File: src/rtl/rational_arithmetic_unit_defines.svh
// assertion macros for the rational arithmetic unit
`ifndef RATIONAL_ARITHMETIC_UNIT_DEFINES_SVH
`define RATIONAL_ARITHMETIC_UNIT_DEFINES_SVH
`ifndef SYNTHESIS
`define RAU_ASSERT(label, clk, rst_n, prop) \
    label: assert property (@(posedge clk) disable iff (!rst_n) prop) \
        else $error("assertion failed");
`define RAU_ASSERT_NR(label, clk, prop) \
    label: assert property (@(posedge clk) prop) else $error("assertion failed");
`else
`define RAU_ASSERT(label, clk, rst_n, prop)
`define RAU_ASSERT_NR(label, clk, prop)
`endif
`endif

File: src/rtl/rau_pkg.sv
package rau_pkg;
    localparam int OPERAND_WIDTH = 32;
    localparam int MAG_W = 64;

    localparam logic [2:0] MODE_ADD = 3'd0;
    localparam logic [2:0] MODE_SUB = 3'd1;
    localparam logic [2:0] MODE_MUL = 3'd2;
    localparam logic [2:0] MODE_DIV = 3'd3;
    localparam logic [2:0] MODE_NEG = 3'd4;
    localparam logic [2:0] MODE_INC = 3'd5;
    localparam logic [2:0] MODE_DEC = 3'd6;
    localparam logic [2:0] MODE_RED = 3'd7;

    localparam logic [1:0] ERR_OK       = 2'd0;
    localparam logic [1:0] ERR_ZERO_DEN = 2'd1;
    localparam logic [1:0] ERR_DIV_ZERO = 2'd2;
    localparam logic [1:0] ERR_OVERFLOW = 2'd3;

    typedef struct packed {
        logic load;
        logic prep;
        logic mul;
        logic comb;
        logic gcd_step;
        logic div_start;
        logic div_step;
        logic fin;
    } rau_cmd_t;

    typedef struct packed {
        logic early_err;
        logic gcd_done;
        logic div_done;
    } rau_sts_t;
endpackage

File: src/rtl/rau_ctrl.sv
`include "rational_arithmetic_unit_defines.svh"
module rau_ctrl (
    input  logic              aclk,
    input  logic              aresetn,
    input  logic              in_fire,
    output logic              in_ready,
    output logic              out_valid,
    input  logic              out_ready,
    output rau_pkg::rau_cmd_t cmd,
    input  rau_pkg::rau_sts_t sts
);
    typedef enum logic [8:0] {
        S_IDLE = 9'b000000001,
        S_PREP = 9'b000000010,
        S_MUL  = 9'b000000100,
        S_COMB = 9'b000001000,
        S_GCD  = 9'b000010000,
        S_DST  = 9'b000100000,
        S_DIV  = 9'b001000000,
        S_FIN  = 9'b010000000,
        S_OUT  = 9'b100000000
    } state_t;

    state_t state_reg, state_next;
    logic   pass_reg, pass_next;

    always_comb begin
        state_next = state_reg;
        pass_next = pass_reg;
        cmd = '0;
        case (state_reg)
            S_IDLE: begin
                cmd.load = in_fire;
                if (in_fire) state_next = S_PREP;
            end
            S_PREP: begin
                cmd.prep = 1'b1;
                state_next = sts.early_err ? S_FIN : S_MUL;
            end
            S_MUL: begin
                cmd.mul = 1'b1; state_next = S_COMB;
            end
            S_COMB: begin
                cmd.comb = 1'b1; state_next = S_GCD; pass_next = 1'b0;
            end
            S_GCD: begin
                cmd.gcd_step = 1'b1;
                if (sts.gcd_done && pass_reg) begin
                    cmd.gcd_step = 1'b0; state_next = S_DST;
                end
                pass_next = 1'b1;
            end
            S_DST: begin
                cmd.div_start = 1'b1; state_next = S_DIV;
            end
            S_DIV: begin
                cmd.div_step = 1'b1;
                if (sts.div_done) begin
                    cmd.div_step = 1'b0;
                    state_next = pass_reg ? S_DST : S_FIN;
                    pass_next = 1'b0;
                end
            end
            S_FIN: begin
                cmd.fin = 1'b1; state_next = S_OUT;
            end
            S_OUT: begin
                if (out_ready) state_next = S_IDLE;
            end
            default: state_next = S_IDLE;
        endcase
    end

    always_ff @(posedge aclk) begin
        if (!aresetn) begin
            state_reg <= S_IDLE;
            pass_reg <= 1'b0;
        end else begin
            state_reg <= state_next;
            pass_reg <= pass_next;
        end
    end

    assign in_ready = (state_reg == S_IDLE);
    assign out_valid = (state_reg == S_OUT);

    `RAU_ASSERT(a_onehot, aclk, aresetn, $onehot(state_reg))
    `RAU_ASSERT(a_fire_prep, aclk, aresetn, in_fire |=> state_reg == S_PREP)
    `RAU_ASSERT(a_fin_out, aclk, aresetn, cmd.fin |=> out_valid)
    `RAU_ASSERT_NR(a_rst, aclk, !aresetn |=> state_reg == S_IDLE)
endmodule

File: config.mk
export PLATFORM = sky130hd
export DESIGN_NAME = rau_ctrl
export DESIGN_NICKNAME = d
export VERILOG_FILES = /design/src/rtl/rau_pkg.sv /design/src/rtl/rau_ctrl.sv
export VERILOG_INCLUDE_DIRS = /design/src /design/src/rtl
export SDC_FILE = /design/constraint.sdc
export NUM_CORES = 1
export LEC_CHECK = 0
export ABC_AREA = 1
export BUFFER_PORTS_ARGS = -buffer_cell sky130_fd_sc_hd__buf_2
export CORE_MARGIN = 2
export CORE_UTILIZATION = 50
export CTS_CLUSTER_SIZE = 30
export DETAILED_ROUTE_END_ITERATION = 8
export PLACE_DENSITY = 0.76
export RECOVER_POWER = 25
export SYNTH_ARGS = -nofsm -noshare
export SYNTH_HDL_FRONTEND = slang
export SYNTH_SLANG_ARGS = --single-unit
File: constraint.sdc
create_clock -name aclk -period 1.3 [get_ports aclk]
set_input_delay 0.195 -clock aclk [delete_from_list [all_inputs] [get_ports aclk]]
set_output_delay 0.195 -clock aclk [all_outputs]
set_load 0.01 [all_outputs]
==> flow_summary.toml <==
[status]
outcome = "finished with violations"
violations = "negative setup slack"

[drt]
wl_per_cell_microns = 20.74
vias = 1031
totalWireLength_mm = 3.485
drtIter0Drc = 104
postRouteAntennaNets = 0
post_drt_via_cell_ratio = 6.137
drcViolationCount = 0
firstDrtPassIters = 4

[sta]
maxSlewViolCount = 0
tightest_slew_ns = 0.2597
skew_ns = 0.0009812
period_share = 1.272
max_freq_ghz = 0.6049
rsz0062_at_grt = "yes"
relSlewSlack = 0.8252
setup_viol = 19
timing.hold.ws_ns = 0.1002
final.min_clock_period_ns = 1.653
worst_slack_ns = -0.3531
hold_viol_final = 0

[cts]
htree_levels = 1
clkTransAtPathRegs_ns = 0.07
cts_root_buffer = "clkbuf_4"
clock-sinks = 10
cts_max_path_buffers = 2
cts_tree = "yes"
cts_buffers = 3
clock_latency_ns = 0.28

[setup_path]
path_delay_family = "simple AND/OR/NAND/NOR gates"
critical_path.endpoint = "cmd[3]"
cp-end-kind = "primary output"
required_ns = 1.11
cp-startpoint = "state_reg[7]"
slowest_delay_ns = 0.37
reg2reg_from = "state_reg[7]"
reg2reg_to = "state_reg[0]"
crit_buf_inv = 4
r2r_setup_slack_ns = -0.30
crit_path_top_delay_cell = "dfxtp_1"
crit_cells = 7
r2r_cells = 10
start_kind = "register"
path_cells = "nor2_4 -> inv_1 -> nor2_2 -> nand3_2 -> buf_4 -> inv_2 -> buf_6"
cp.arrival_ns = 1.46
critPathKind = "register to primary output"
critPathMaxFanout = 3

[synthesis]
yosysSeqAreaShare = 0.3013
synthTopCellsByArea = "dfxtp_1, nor2_1, inv_1"
synth_adder_area_share = 0
synth_top_family_by_area = "simple AND/OR/NAND/NOR gates"
synth_seq_cells = 10
ys_warn_count = 0
netlist_area_sq_um = 664.4
synth_top_area_frac = 0.3013
synthDistinctLibCells = 18
synth_mux_area_frac = 0
yosys.area_share.simple = 0.5122
synthCells = 109
syn_area_per_cell_sq_um = 6.095
synth_xor_area_frac = 0
synthesis.nets = 116
synth_compound_area_frac = 0.04520
yosysTopAreaCell = "dfxtp_1"

[final_layout]
final_util = 0.9625
largest_register_ffs = 9
nNetsFinal = 162
areaGrowthSynthToFinish_pct = 83.80
layout-drive-gt1-share = 0.5948
diodes = 0

[power_and_ir_drop]
p_int_mw = 1.375
p_sw_frac = 0.4947
p_switching_mw = 1.347
power.leakage_nw = 0.5988
worst_ir_drop_vdd_uv = 1630
seqPwrFrac = 0.177
clkPwrFrac = 0.086
combinationalPowerShare = 0.737
powerDensity_nw_per_um2 = 2229

[die]
die_width_microns = 40.45
start_util = 0.5237
die_area_sq_um = 1636
die_y_microns = 40.45
top_level_ports = 17
coreArea_sq_um = 1269
rows = 13

[grt]
gr-usage-all-layers = 0.3508
antenna_found_initial = 0
grt_pass1_wl_mm = 3.615
grt-ovfl-total = 0
grt_pass1_vias = 786
grt_max_degree = 8

[place]
gp_congestion = 0.8582
dp_hpwl_mm = 1.335
io_buffers = 16
pre_cts_ws_ns = -0.1073

[job]
max-cap-violations = 0

[worst_hold_path]
hp-class = "input port to register"
[per-layer routing]
layer | global-route usage | up-vias | wire length, microns
li1 | - | 422 | -
met1 | 0.3576 | 455 | 1180
met2 | 0.5754 | 107 | 1586
met3 | 0.1556 | 47 | 384
met4 | 0.2250 | 0 | 334
met5 | 0 | - | 0
[cell type report]
type,count,area [sq um]
sequential,10,210.2
inverter,22,82.58
timing repair buffer,41,335.3
multi-input combinational,77,551.8
clock buffer,3,22.52
tap,15,18.77
fill,33,47.55
[Yosys cell counts]
master and number:
nor2_1 26, inv_1 21, nand2_1 20, nand3_1 11, dfxtp_1 10, nor2_2 3, nor2_4 3, a21oi_1 2
nand2_2 2, nor3_1 2, nor4_1 2, buf_6 1, inv_2 1, nand3_4 1, nor3b_1 1, o21ai_0 1
o21bai_1 1, o31ai_1 1
[kinds of logic after synthesis]
logic type      count (synthesis)
flops                          10
buf+inv                        23
compound gates                  5
simple gates                   71
[cell usage in the layout, fill, tap and decap left out]
cell and count:
buf_2 10, nor3_2 2, nor2_2 4, buf_4 17, a21oi_1 2, inv_2 4
o21ai_0 1, nor4_1 1, nand2_4 4, nand2_1 16, nand3_2 7, dfxtp_2 8
dfxtp_1 2, nand2_2 2, buf_6 14, nand3_1 3, nor3b_2 1, o21bai_1 1
o31ai_1 1, nor2_1 17, clkbuf_4 3, inv_1 18, nor2_4 12, nor4_4 1
nand3_4 2
[power by group through the flow]
stage	logic, mW	registers (mW)	clock network, mW
after floorplan	0.708	0.435	0
final	2.01	0.482	0.234
after CTS	1.44	0.459	0.216
after global routing	2.08	0.484	0.232
after detailed placement	1.11	0.443	0
after global placement	1.08	0.438	0
[timing repair]
| item | 4_1_cts | 5_1_grt |
|---|---|---|
| endpoints found under the setup margin | 19 | 19 |
| hold buffers | 0 | 0 |
| pin swaps | 12 | 14 |
| cloned | 1 | 0 |
| setup buffers | 5 | 7 |
| endpoints found under the hold margin | 0 | 0 |
| resized for setup | 33 | 32 |
[how the worst min path moves through the flow]
stage / from / to / slack, ns / cells past startpoint
2_1_floorplan: sts[2] / state_reg[2] / 0.27 / 1
3_3_place_gp: sts[2] / state_reg[2] / 0.37 / 2
3_5_place_dp: sts[2] / state_reg[2] / 0.38 / 2
4_1_cts: sts[2] / state_reg[2] / 0.1 / 2
5_1_grt: sts[2] / state_reg[2] / 0.10 / 2
6_report: sts[2] / state_reg[2] / 0.10 / 2
[through the flow]
step	power (mW)	setup TNS, ns	instance area [sq um]	cells
floorplan	1.143	0	664.4	109
global placement	1.514	-0.2988	849.6	152
detailed placement	1.548	-0.5094	849.6	152
CTS	2.116	-1.848	1023	161
global route	2.791	-5.213	1221	168
finish	2.722	-4.522	1221	168
[worst register-to-register path, stage by stage (launching register included)]
cell	delay, ns
dfxtp_1	0.44
nor2_4	0.08
buf_4	0.15
nand2_1	0.12
nor2_4	0.05
buf_4	0.14
nor2_1	0.14
nand2_1	0.10
nor2_1	0.15
nand2_1	0.08
nand3_1	0.08
(Power assumes the default switching activity.)
